==> src/rtl/core/tlv_frame_deframer_core_assert.svh <==
// assertion macros shared by the deframer rtl
`ifndef TLV_FRAME_DEFRAMER_CORE_ASSERT_SVH
`define TLV_FRAME_DEFRAMER_CORE_ASSERT_SVH

`ifndef SYNTHESIS
`define TFD_ASSERT_ALWAYS(label, clk, rst, expr) \
  label: assert property (@(posedge clk) disable iff (rst) (expr)) \
    else $error("tfd assertion failed");
`define TFD_ASSERT_IMP(label, clk, rst, ante, cons) \
  label: assert property (@(posedge clk) disable iff (rst) (ante) |-> (cons)) \
    else $error("tfd assertion failed");
`define TFD_ASSERT_NXT(label, clk, rst, ante, cons) \
  label: assert property (@(posedge clk) disable iff (rst) (ante) |=> (cons)) \
    else $error("tfd assertion failed");
`else
`define TFD_ASSERT_ALWAYS(label, clk, rst, expr)
`define TFD_ASSERT_IMP(label, clk, rst, ante, cons)
`define TFD_ASSERT_NXT(label, clk, rst, ante, cons)
`endif

`endif

==> src/rtl/core/tfd_pkg.sv <==
`timescale 1ns / 1ps
// ----------------------------------------------------------------------------
// tfd_pkg
// types and constants shared by the tlv deframer modules
// ----------------------------------------------------------------------------
package tfd_pkg;

  // input operation codes
  localparam logic OP_DATA    = 1'b0;
  localparam logic OP_RESTART = 1'b1;

  // result status codes
  localparam logic [2:0] ST_HEADER   = 3'd0;
  localparam logic [2:0] ST_PAYLOAD  = 3'd1;
  localparam logic [2:0] ST_COMPLETE = 3'd2;
  localparam logic [2:0] ST_BAD_TYPE = 3'd3;
  localparam logic [2:0] ST_TOO_LONG = 3'd4;
  localparam logic [2:0] ST_DROPPED  = 3'd5;
  localparam logic [2:0] ST_RESTART  = 3'd6;

  // configuration register indexes
  localparam logic [1:0] REG_MAX_LENGTH = 2'd0;
  localparam logic [1:0] REG_TYPE_A     = 2'd1;
  localparam logic [1:0] REG_TYPE_B     = 2'd2;
  localparam logic [1:0] REG_TYPE_C     = 2'd3;

  localparam logic [2:0] HDR_BYTES = 3'd6;

  // queue between front and back
  localparam int QUEUE_DEPTH = 2;
  localparam int QPTR_W      = 1;

  typedef struct packed {
    logic       restart;
    logic [7:0] data;
  } tfd_item_t;

  typedef struct packed {
    logic [31:0] max_length;
    logic [7:0]  type_a;
    logic [7:0]  type_b;
    logic [7:0]  type_c;
  } tfd_cfg_t;

  typedef struct packed {
    logic [2:0]  status;
    logic        payload_valid;
    logic [7:0]  payload_byte;
    logic [7:0]  frame_code;
    logic [7:0]  frame_flags;
    logic [31:0] frame_length;
    logic        last;
  } tfd_result_t;

endpackage

==> src/rtl/core/tfd_stream_if.sv <==
`timescale 1ns / 1ps
// ----------------------------------------------------------------------------
// tfd stream interfaces
// valid/ready channels for incoming bytes and deframer results
// ----------------------------------------------------------------------------
interface tfd_in_if;
  logic       valid;
  logic       ready;
  logic       operation;
  logic [7:0] data_byte;

  modport source (output valid, output operation, output data_byte, input ready);
  modport sink   (input valid, input operation, input data_byte, output ready);
endinterface

interface tfd_out_if;
  logic        valid;
  logic        ready;
  logic [2:0]  status;
  logic        payload_valid;
  logic [7:0]  payload_byte;
  logic [7:0]  frame_code;
  logic [7:0]  frame_flags;
  logic [31:0] frame_length;
  logic        last;

  modport source (output valid, output status, output payload_valid, output payload_byte,
                  output frame_code, output frame_flags, output frame_length,
                  output last, input ready);
  modport sink   (input valid, input status, input payload_valid, input payload_byte,
                  input frame_code, input frame_flags, input frame_length,
                  input last, output ready);
endinterface

==> src/rtl/core/tlv_frame_deframer_core.sv <==
`timescale 1ns / 1ps
// ----------------------------------------------------------------------------
// tlv_frame_deframer_core
// byte-serial deframer for frames with a 6-byte type/flags/length header
// ----------------------------------------------------------------------------
// Takes one stream byte (or a restart) per clock and returns one result per
// item. Sustained rate is one item per cycle while neither side stalls: the
// back end updates header and payload state once per item. An item passes
// through the two-entry input queue, then the result register; both sides may
// stall independently. Registers are written through wr_en/wr_index/wr_data by
// the user only while the block is idle; the block does not enforce this.

module tlv_frame_deframer_core (
  input  logic        clk,
  input  logic        rst,
  tfd_in_if.sink      in,
  tfd_out_if.source   out,
  input  logic        wr_en,
  input  logic [1:0]  wr_index,
  input  logic [31:0] wr_data
);

  tfd_pkg::tfd_cfg_t  cfg;
  tfd_pkg::tfd_item_t q_item;
  logic               q_valid;
  logic               q_pop;

  always_ff @(posedge clk) begin
    if (rst) begin
      cfg.max_length <= 32'd1048576;
      cfg.type_a     <= 8'd1;
      cfg.type_b     <= 8'd2;
      cfg.type_c     <= 8'd3;
    end else if (wr_en) begin
      unique case (wr_index)
        tfd_pkg::REG_MAX_LENGTH: cfg.max_length <= wr_data;
        tfd_pkg::REG_TYPE_A:     cfg.type_a     <= wr_data[7:0];
        tfd_pkg::REG_TYPE_B:     cfg.type_b     <= wr_data[7:0];
        tfd_pkg::REG_TYPE_C:     cfg.type_c     <= wr_data[7:0];
        default:                 cfg            <= cfg;
      endcase
    end
  end

  tfd_front u_front (
    .clk     (clk),
    .rst     (rst),
    .in      (in),
    .q_item  (q_item),
    .q_valid (q_valid),
    .q_pop   (q_pop)
  );

  tfd_back u_back (
    .clk     (clk),
    .rst     (rst),
    .cfg     (cfg),
    .q_item  (q_item),
    .q_valid (q_valid),
    .q_pop   (q_pop),
    .out     (out)
  );

endmodule

==> src/rtl/core/tfd_front.sv <==
`timescale 1ns / 1ps
// ----------------------------------------------------------------------------
// tfd_front
// accepts stream items, classifies them and queues them for the back end
// ----------------------------------------------------------------------------
`include "tlv_frame_deframer_core_assert.svh"

module tfd_front (
  input  logic             clk,
  input  logic             rst,
  tfd_in_if.sink           in,
  output tfd_pkg::tfd_item_t q_item,
  output logic             q_valid,
  input  logic             q_pop
);

  tfd_pkg::tfd_item_t entry [tfd_pkg::QUEUE_DEPTH];
  logic [tfd_pkg::QPTR_W-1:0] wr_ptr;
  logic [tfd_pkg::QPTR_W-1:0] rd_ptr;
  logic [tfd_pkg::QPTR_W:0]   count;
  logic                       push;
  logic                       pop;
  tfd_pkg::tfd_item_t         new_item;

  assign in.ready = (count != (tfd_pkg::QPTR_W+1)'(tfd_pkg::QUEUE_DEPTH));
  assign push     = in.valid && in.ready;
  assign pop      = q_pop && q_valid;
  assign q_valid  = (count != '0);
  assign q_item   = entry[rd_ptr];

  // classify: restart drops the byte, data keeps it
  always_comb begin
    new_item.restart = (in.operation == tfd_pkg::OP_RESTART);
    new_item.data    = new_item.restart ? 8'd0 : in.data_byte;
  end

  always_ff @(posedge clk) begin
    if (push) begin
      entry[wr_ptr] <= new_item;
    end
  end

  always_ff @(posedge clk) begin
    if (rst) begin
      wr_ptr <= '0;
      rd_ptr <= '0;
      count  <= '0;
    end else begin
      if (push) begin
        wr_ptr <= wr_ptr + 1'b1;
      end
      if (pop) begin
        rd_ptr <= rd_ptr + 1'b1;
      end
      case ({push, pop})
        2'b10:   count <= count + 1'b1;
        2'b01:   count <= count - 1'b1;
        default: count <= count;
      endcase
    end
  end

  `TFD_ASSERT_ALWAYS(a_count_bound, clk, rst, count <= (tfd_pkg::QPTR_W+1)'(tfd_pkg::QUEUE_DEPTH))
  `TFD_ASSERT_NXT(a_count_up, clk, rst, push && !pop, count == $past(count) + 1'b1)
  `TFD_ASSERT_NXT(a_count_down, clk, rst, pop && !push, count == $past(count) - 1'b1)

endmodule

==> src/rtl/core/tfd_back.sv <==
`timescale 1ns / 1ps
// ----------------------------------------------------------------------------
// tfd_back
// header assembly, frame checks, payload counting and the result register
// ----------------------------------------------------------------------------
`include "tlv_frame_deframer_core_assert.svh"

module tfd_back (
  input  logic               clk,
  input  logic               rst,
  input  tfd_pkg::tfd_cfg_t  cfg,
  input  tfd_pkg::tfd_item_t q_item,
  input  logic               q_valid,
  output logic               q_pop,
  tfd_out_if.source          out
);

  logic [2:0]  header_count;
  logic [7:0]  type_hold;
  logic [7:0]  flags_hold;
  logic [31:0] length_hold;
  logic [31:0] payload_count;
  logic        error_hold;

  logic [2:0]  header_count_next;
  logic [7:0]  type_hold_next;
  logic [7:0]  flags_hold_next;
  logic [31:0] length_hold_next;
  logic [31:0] payload_count_next;
  logic        error_hold_next;
  logic [31:0] payload_inc;
  logic        type_ok;

  tfd_pkg::tfd_result_t res;
  tfd_pkg::tfd_result_t out_reg;
  logic                 out_valid;

  assign q_pop = q_valid && (!out_valid || out.ready);

  assign payload_inc = payload_count + 32'd1;

  always_comb begin
    header_count_next  = header_count;
    type_hold_next     = type_hold;
    flags_hold_next    = flags_hold;
    length_hold_next   = length_hold;
    payload_count_next = payload_count;
    error_hold_next    = error_hold;
    res                = '0;
    type_ok            = 1'b0;

    if (q_item.restart) begin
      header_count_next  = '0;
      type_hold_next     = '0;
      flags_hold_next    = '0;
      length_hold_next   = '0;
      payload_count_next = '0;
      error_hold_next    = 1'b0;
      res.status         = tfd_pkg::ST_RESTART;
    end else if (error_hold) begin
      res.status       = tfd_pkg::ST_DROPPED;
      res.frame_code   = type_hold;
      res.frame_flags  = flags_hold;
      res.frame_length = length_hold;
    end else if (header_count != tfd_pkg::HDR_BYTES) begin
      case (header_count)
        3'd0: begin
          type_hold_next     = q_item.data;
          flags_hold_next    = '0;
          length_hold_next   = '0;
          payload_count_next = '0;
        end
        3'd1: begin
          flags_hold_next = q_item.data;
        end
        default: begin
          length_hold_next = {length_hold[23:0], q_item.data};
        end
      endcase
      header_count_next = header_count + 3'd1;
      res.status        = tfd_pkg::ST_HEADER;
      if (header_count_next == tfd_pkg::HDR_BYTES) begin
        res.frame_code   = type_hold_next;
        res.frame_flags  = flags_hold_next;
        res.frame_length = length_hold_next;
        type_ok = (type_hold_next == cfg.type_a) || (type_hold_next == cfg.type_b) ||
                  (type_hold_next == cfg.type_c);
        if (!type_ok) begin
          error_hold_next = 1'b1;
          res.status      = tfd_pkg::ST_BAD_TYPE;
        end else if (length_hold_next > cfg.max_length) begin
          error_hold_next = 1'b1;
          res.status      = tfd_pkg::ST_TOO_LONG;
        end else if (length_hold_next == 32'd0) begin
          // empty frame completes on its last header byte
          header_count_next = '0;
          res.status        = tfd_pkg::ST_COMPLETE;
          res.last          = 1'b1;
        end
      end
    end else begin
      payload_count_next = payload_inc;
      res.payload_valid  = 1'b1;
      res.payload_byte   = q_item.data;
      res.frame_code     = type_hold;
      res.frame_flags    = flags_hold;
      res.frame_length   = length_hold;
      if (payload_inc >= length_hold) begin
        header_count_next = '0;
        res.status        = tfd_pkg::ST_COMPLETE;
        res.last          = 1'b1;
      end else begin
        res.status = tfd_pkg::ST_PAYLOAD;
      end
    end
  end

  always_ff @(posedge clk) begin
    if (rst) begin
      header_count  <= '0;
      type_hold     <= '0;
      flags_hold    <= '0;
      length_hold   <= '0;
      payload_count <= '0;
      error_hold    <= 1'b0;
      out_valid     <= 1'b0;
    end else begin
      if (q_pop) begin
        header_count  <= header_count_next;
        type_hold     <= type_hold_next;
        flags_hold    <= flags_hold_next;
        length_hold   <= length_hold_next;
        payload_count <= payload_count_next;
        error_hold    <= error_hold_next;
        out_valid     <= 1'b1;
      end else if (out.ready) begin
        out_valid <= 1'b0;
      end
    end
  end

  always_ff @(posedge clk) begin
    if (q_pop) begin
      out_reg <= res;
    end
  end

  assign out.valid         = out_valid;
  assign out.status        = out_reg.status;
  assign out.payload_valid = out_reg.payload_valid;
  assign out.payload_byte  = out_reg.payload_byte;
  assign out.frame_code    = out_reg.frame_code;
  assign out.frame_flags   = out_reg.frame_flags;
  assign out.frame_length  = out_reg.frame_length;
  assign out.last          = out_reg.last;

  `TFD_ASSERT_ALWAYS(a_hdr_bound, clk, rst, header_count <= tfd_pkg::HDR_BYTES)
  `TFD_ASSERT_IMP(a_err_hdr, clk, rst, error_hold, header_count == tfd_pkg::HDR_BYTES)
  `TFD_ASSERT_IMP(a_last_done, clk, rst, out_valid && out_reg.last,
    out_reg.status == tfd_pkg::ST_COMPLETE)

endmodule
==> src/flat_wrapper.sv <==
// flat-port wrapper written by rule: the top's interface ports become plain ports
module tlv_frame_deframer_core_flat 
  (clk, rst, wr_en, wr_index, wr_data, in_valid, in_operation, in_data_byte, in_ready, out_valid, out_status, out_payload_valid, out_payload_byte, out_frame_code, out_frame_flags, out_frame_length, out_last, out_ready);
  tfd_in_if in_i ();
  tfd_out_if out_i ();
  input  logic clk;
  input  logic rst;
  input  logic wr_en;
  input  logic [1:0] wr_index;
  input  logic [31:0] wr_data;
  input wire logic [$bits(in_i.valid)-1:0] in_valid;
  input wire logic [$bits(in_i.operation)-1:0] in_operation;
  input wire logic [$bits(in_i.data_byte)-1:0] in_data_byte;
  output wire logic [$bits(in_i.ready)-1:0] in_ready;
  output wire logic [$bits(out_i.valid)-1:0] out_valid;
  output wire logic [$bits(out_i.status)-1:0] out_status;
  output wire logic [$bits(out_i.payload_valid)-1:0] out_payload_valid;
  output wire logic [$bits(out_i.payload_byte)-1:0] out_payload_byte;
  output wire logic [$bits(out_i.frame_code)-1:0] out_frame_code;
  output wire logic [$bits(out_i.frame_flags)-1:0] out_frame_flags;
  output wire logic [$bits(out_i.frame_length)-1:0] out_frame_length;
  output wire logic [$bits(out_i.last)-1:0] out_last;
  input wire logic [$bits(out_i.ready)-1:0] out_ready;
  assign in_i.valid = in_valid;
  assign in_i.operation = in_operation;
  assign in_i.data_byte = in_data_byte;
  assign in_ready = in_i.ready;
  assign out_valid = out_i.valid;
  assign out_status = out_i.status;
  assign out_payload_valid = out_i.payload_valid;
  assign out_payload_byte = out_i.payload_byte;
  assign out_frame_code = out_i.frame_code;
  assign out_frame_flags = out_i.frame_flags;
  assign out_frame_length = out_i.frame_length;
  assign out_last = out_i.last;
  assign out_i.ready = out_ready;
  tlv_frame_deframer_core u_core (.clk(clk), .rst(rst), .in(in_i), .out(out_i), .wr_en(wr_en), .wr_index(wr_index), .wr_data(wr_data));
endmodule
==> config.mk <==
export PLATFORM = sky130hd
export DESIGN_NAME = tlv_frame_deframer_core_flat
export DESIGN_NICKNAME = d
export VERILOG_FILES = /design/src/rtl/core/tfd_pkg.sv /design/src/rtl/core/tfd_stream_if.sv /design/src/rtl/core/tlv_frame_deframer_core.sv /design/src/rtl/core/tfd_front.sv /design/src/rtl/core/tfd_back.sv /design/src/flat_wrapper.sv
export VERILOG_INCLUDE_DIRS = /design/src /design/src/rtl/core
export SDC_FILE = /design/constraint.sdc
export NUM_CORES = 1
export LEC_CHECK = 0
export BUFFER_PORTS_ARGS = -buffer_cell sky130_fd_sc_hd__buf_4
export CORE_MARGIN = 4
export CORE_UTILIZATION = 45
export CTS_CLUSTER_DIAMETER = 120
export DETAILED_ROUTE_END_ITERATION = 6
export GPL_TIMING_DRIVEN = 0
export PLACE_DENSITY = 0.69
export SYNTH_ARGS = -nofsm -noshare
export SYNTH_HDL_FRONTEND = slang
export SYNTH_SLANG_ARGS = --single-unit
==> constraint.sdc <==
create_clock -name clk -period 5.2 [get_ports clk]
set_clock_uncertainty 0.2 [all_clocks]
set_input_delay 1.56 -clock clk [delete_from_list [all_inputs] [get_ports clk]]
set_output_delay 1.56 -clock clk [all_outputs]
set_load 0.03 [all_outputs]
==> summary.txt <==
vias in the first global route = 10400
Bufs on Longest Clock Path = 3
count of unique library cells instantiated by Yosys = 64
initial DRC count = 1094
period utilisation layout = 0.956
Worst-path clk slew = 0.06 ns
number of cell rows = 59
Post-synth EDFFs = 79
Seq/Total Area, Yosys = 0.436
area delta synth->final = 17.3%
WL/cell = 19.3 µm
critical path endpoint category = flip-flop
outcome = finished, final reports clean
global-route usage over all layers = 0.244
grt ovf = 0
first-pass GRT wire length = 57.3 mm
register bit total from synthesis = 225
hold_buf cts = 0
io pins = 111
Slew HR = 0.157
CTS H-tree depth = 1
number of CTS-inserted buffers = 25
count of final setup violators = 0
Detailed Route WL = 37.0 mm
cell accounting for the most synthesized area = dfxtp_1
HPWL Detailed = 27.6 mm
Die X = 172 µm
number of instances in the placed design = 1871
Post-Syn Area = 12100 µm²
CP Class = flip-flop to flip-flop
syn_nets = 1544
DRC = 0
HP Class = flip-flop to flip-flop
Critical Path AT = 5.21 ns
worst IR drop on VDD = 0.241 mV
FF+latch area = 5300 µm²
vias = 11100
fin util = 0.542
fillers = 2526
RSZ-0062 raised after global routing = false
routability congestion estimate from global placement = 0.959
Pleak = 5.39 nW
fin crit period = 4.97 ns
largest net degree at the start of global routing = 43
max-cap viol count = 0
die footprint = 29700 µm²
Post-Syn Instances = 1425
area of the multi-input gates = 6200 µm²
top cells by area, synth = dfxtp_1, edfxtp_1, ha_1
CP max FO = 10
ys async rst share = 0
nets = 1683
Worst Path Required = 5.44 ns
Worst Tran Pin Value = 1.23 ns
pre-CTS WS = -0.322 ns
critical path launch point type = flip-flop
YS warnings = 0
layout cells sized above 1 = 0.124
non-filler instance count after layout = 1918
Pre-Repair DR Iteration Count = 6
Routed Antenna Nets = 0
power density cells = 420 nW/µm²
final setup margin = 0.229 ns
Achievable Freq = 201 MHz
starting density of the core = 0.462
post-synth top area share = 0.241
Synth Flop Type = dfxtp_1
Die Y = 172 µm
port bufs = 110
Power Total = 5.98 mW
max-slew violations = 0
Vias/cell = 5.79
n_diodes = 0
CTS tree = done
worst skew pair latency = 0.55 ns
Core Region = 26300 µm²
Hold Fails Final Rpt = 0
initial antenna violation count = 0
clk sinks = 225
synthesized area per cell = 8.52 µm²
CTS root buf = clkbuf_16
[synth_stat cells (3+ instances only)]
library cell and n:
or2_2 4, o22ai_1 9, ha_1 71, o2111ai_1 8
and3_1 12, nand3_1 43, a211oi_1 10, xnor2_1 20
a21oi_1 134, mux2i_1 8, nand3b_1 4, nor2b_1 10
nor2_1 155, clkbuf_1 72, buf_1 3, a31oi_1 3
inv_1 80, a21o_1 13, o21ai_0 83, dfxtp_1 146
nand4bb_1 5, nand2b_1 7, nand2_1 209, a22oi_1 93
a22o_1 5, a211o_1 5, or3_1 6, edfxtp_1 79
mux2_2 9, xor2_1 22, a221oi_1 8, nand4_1 19
o21bai_1 3, nor4_1 8, and2_1 5, buf_2 5
nor3_1 12, o211ai_1 3
[path summary, 6_finish.rpt]
| kind | from | end | slack [ns] | depth (start not counted) |
|---|---|---|---|---|
| worst max-delay path | u_core.u_back.header_count[2] | u_core.u_back.header_count[2] | 0.23 | 18 |
| worst min-delay path | u_core.cfg[40] | u_core.cfg[40] | 0.25 | 2 |
| worst max register to register | u_core.u_back.header_count[2] | u_core.u_back.header_count[2] | 0.23 | 18 |
| worst min register to register | u_core.cfg[40] | u_core.cfg[40] | 0.25 | 2 |
[layer usage]
metal	vias to the layer above	GRT usage	routed length [µm]
met5	-	0	0
met4	0	0.0639	945
met3	61	0.0338	3150
met2	490	0.384	16200
met1	5214	0.355	16700
li1	5349	-	-
[cells in the final DEF, fill, tap and decap left out, types with 10 or more instances in the layout]
cell	n
inv_1	80
nor2b_1	10
nand4_1	19
clkbuf_16	25
edfxtp_1	79
nor2_1	155
clkbuf_1	71
a21o_1	13
and3_1	12
o21ai_0	74
xnor2_1	20
a21oi_1	134
buf_4	113
nand3_1	43
ha_1	71
xor2_1	22
a22oi_1	93
nand2_1	209
a211oi_1	10
dfxtp_1	146
nor3_1	12
[where the power goes]
group	switching [mW]	internal [mW]	leakage [nW]	total, mW
sequential	0.103	2.15	1.95	2.25
combinational	1.38	0.576	3.04	1.96
clock	0.761	1.01	0.398	1.77
[repair_timing]
action                     4_1_cts  5_1_grt
resized for setup                3       15
setup endpoints to repair        5        5
pin swaps                        0        1
setup buffers                    0        1
[cell type report]
type | instances | area share
Multi-Input combinational cell | 1034 | 0.435
Sequential cell | 225 | 0.372
Timing Repair Buffer | 112 | 0.0599
Clock buffer | 30 | 0.0459
Tap cell | 335 | 0.0294
Buffer | 85 | 0.0252
Inverter | 81 | 0.0214
Clock inverter | 16 | 0.0112
[metrics by stage]
step	area (µm²)	hold slack, ns	TNS, ns
final	14200	0.255	0
after detailed placement	13400	0.249	-1.00
after CTS	14200	0.257	0
after floorplan	12100	0.236	0
after global placement	13400	0.245	-120.17
after global routing	14200	0.277	0
[flip-flops by register name (all words and copies together) (netlist names), 2 cells and up, named ones only]
register	count
u_core.cfg	56
u_core.u_back.flags_hold	8
u_core.u_back.header_count	3
u_core.u_back.length_hold	32
u_core.u_back.out.frame_code	8
u_core.u_back.out.frame_flags	8
u_core.u_back.out.frame_length	32
u_core.u_back.out.payload_byte	8
u_core.u_back.out.status	3
u_core.u_back.payload_count	32
u_core.u_back.type_hold	8
u_core.u_front.count	2
u_core.u_front.entry	18
[worst max-delay path, stage by stage, from the launching register on]
cell and delay [ns]:
dfxtp_1 0.46, or2_2 0.16, clkbuf_1 0.26, buf_2 0.27
clkbuf_1 0.44, clkbuf_2 0.35, a21oi_1 0.07, a21oi_1 0.40
inv_1 0.12, ha_1 0.30, nand4_1 0.06, or4_1 0.45
nor2_1 0.18, a311oi_1 0.11, nor4_2 0.30, buf_4 0.17
and2_1 0.16, a211oi_1 0.08, a211o_1 0.30
[cells by family (layout without fill, tap and decap cells)]
kind of cell | after synthesis | in the layout | share of synthesized area
XOR/XNOR | 42 | 42 | 0.0303
buffers and inverters | 166 | 324 | 0.0541
AO/OA/AOI/OAI | 386 | 386 | 0.196
adder cells (fa/ha/maj) | 71 | 71 | 0.0731
AND/OR/NAND/NOR | 518 | 518 | 0.195
multiplexers | 17 | 17 | 0.0149
flip-flops | 225 | 225 | 0.436
Power figures use the tool's default switching activity.
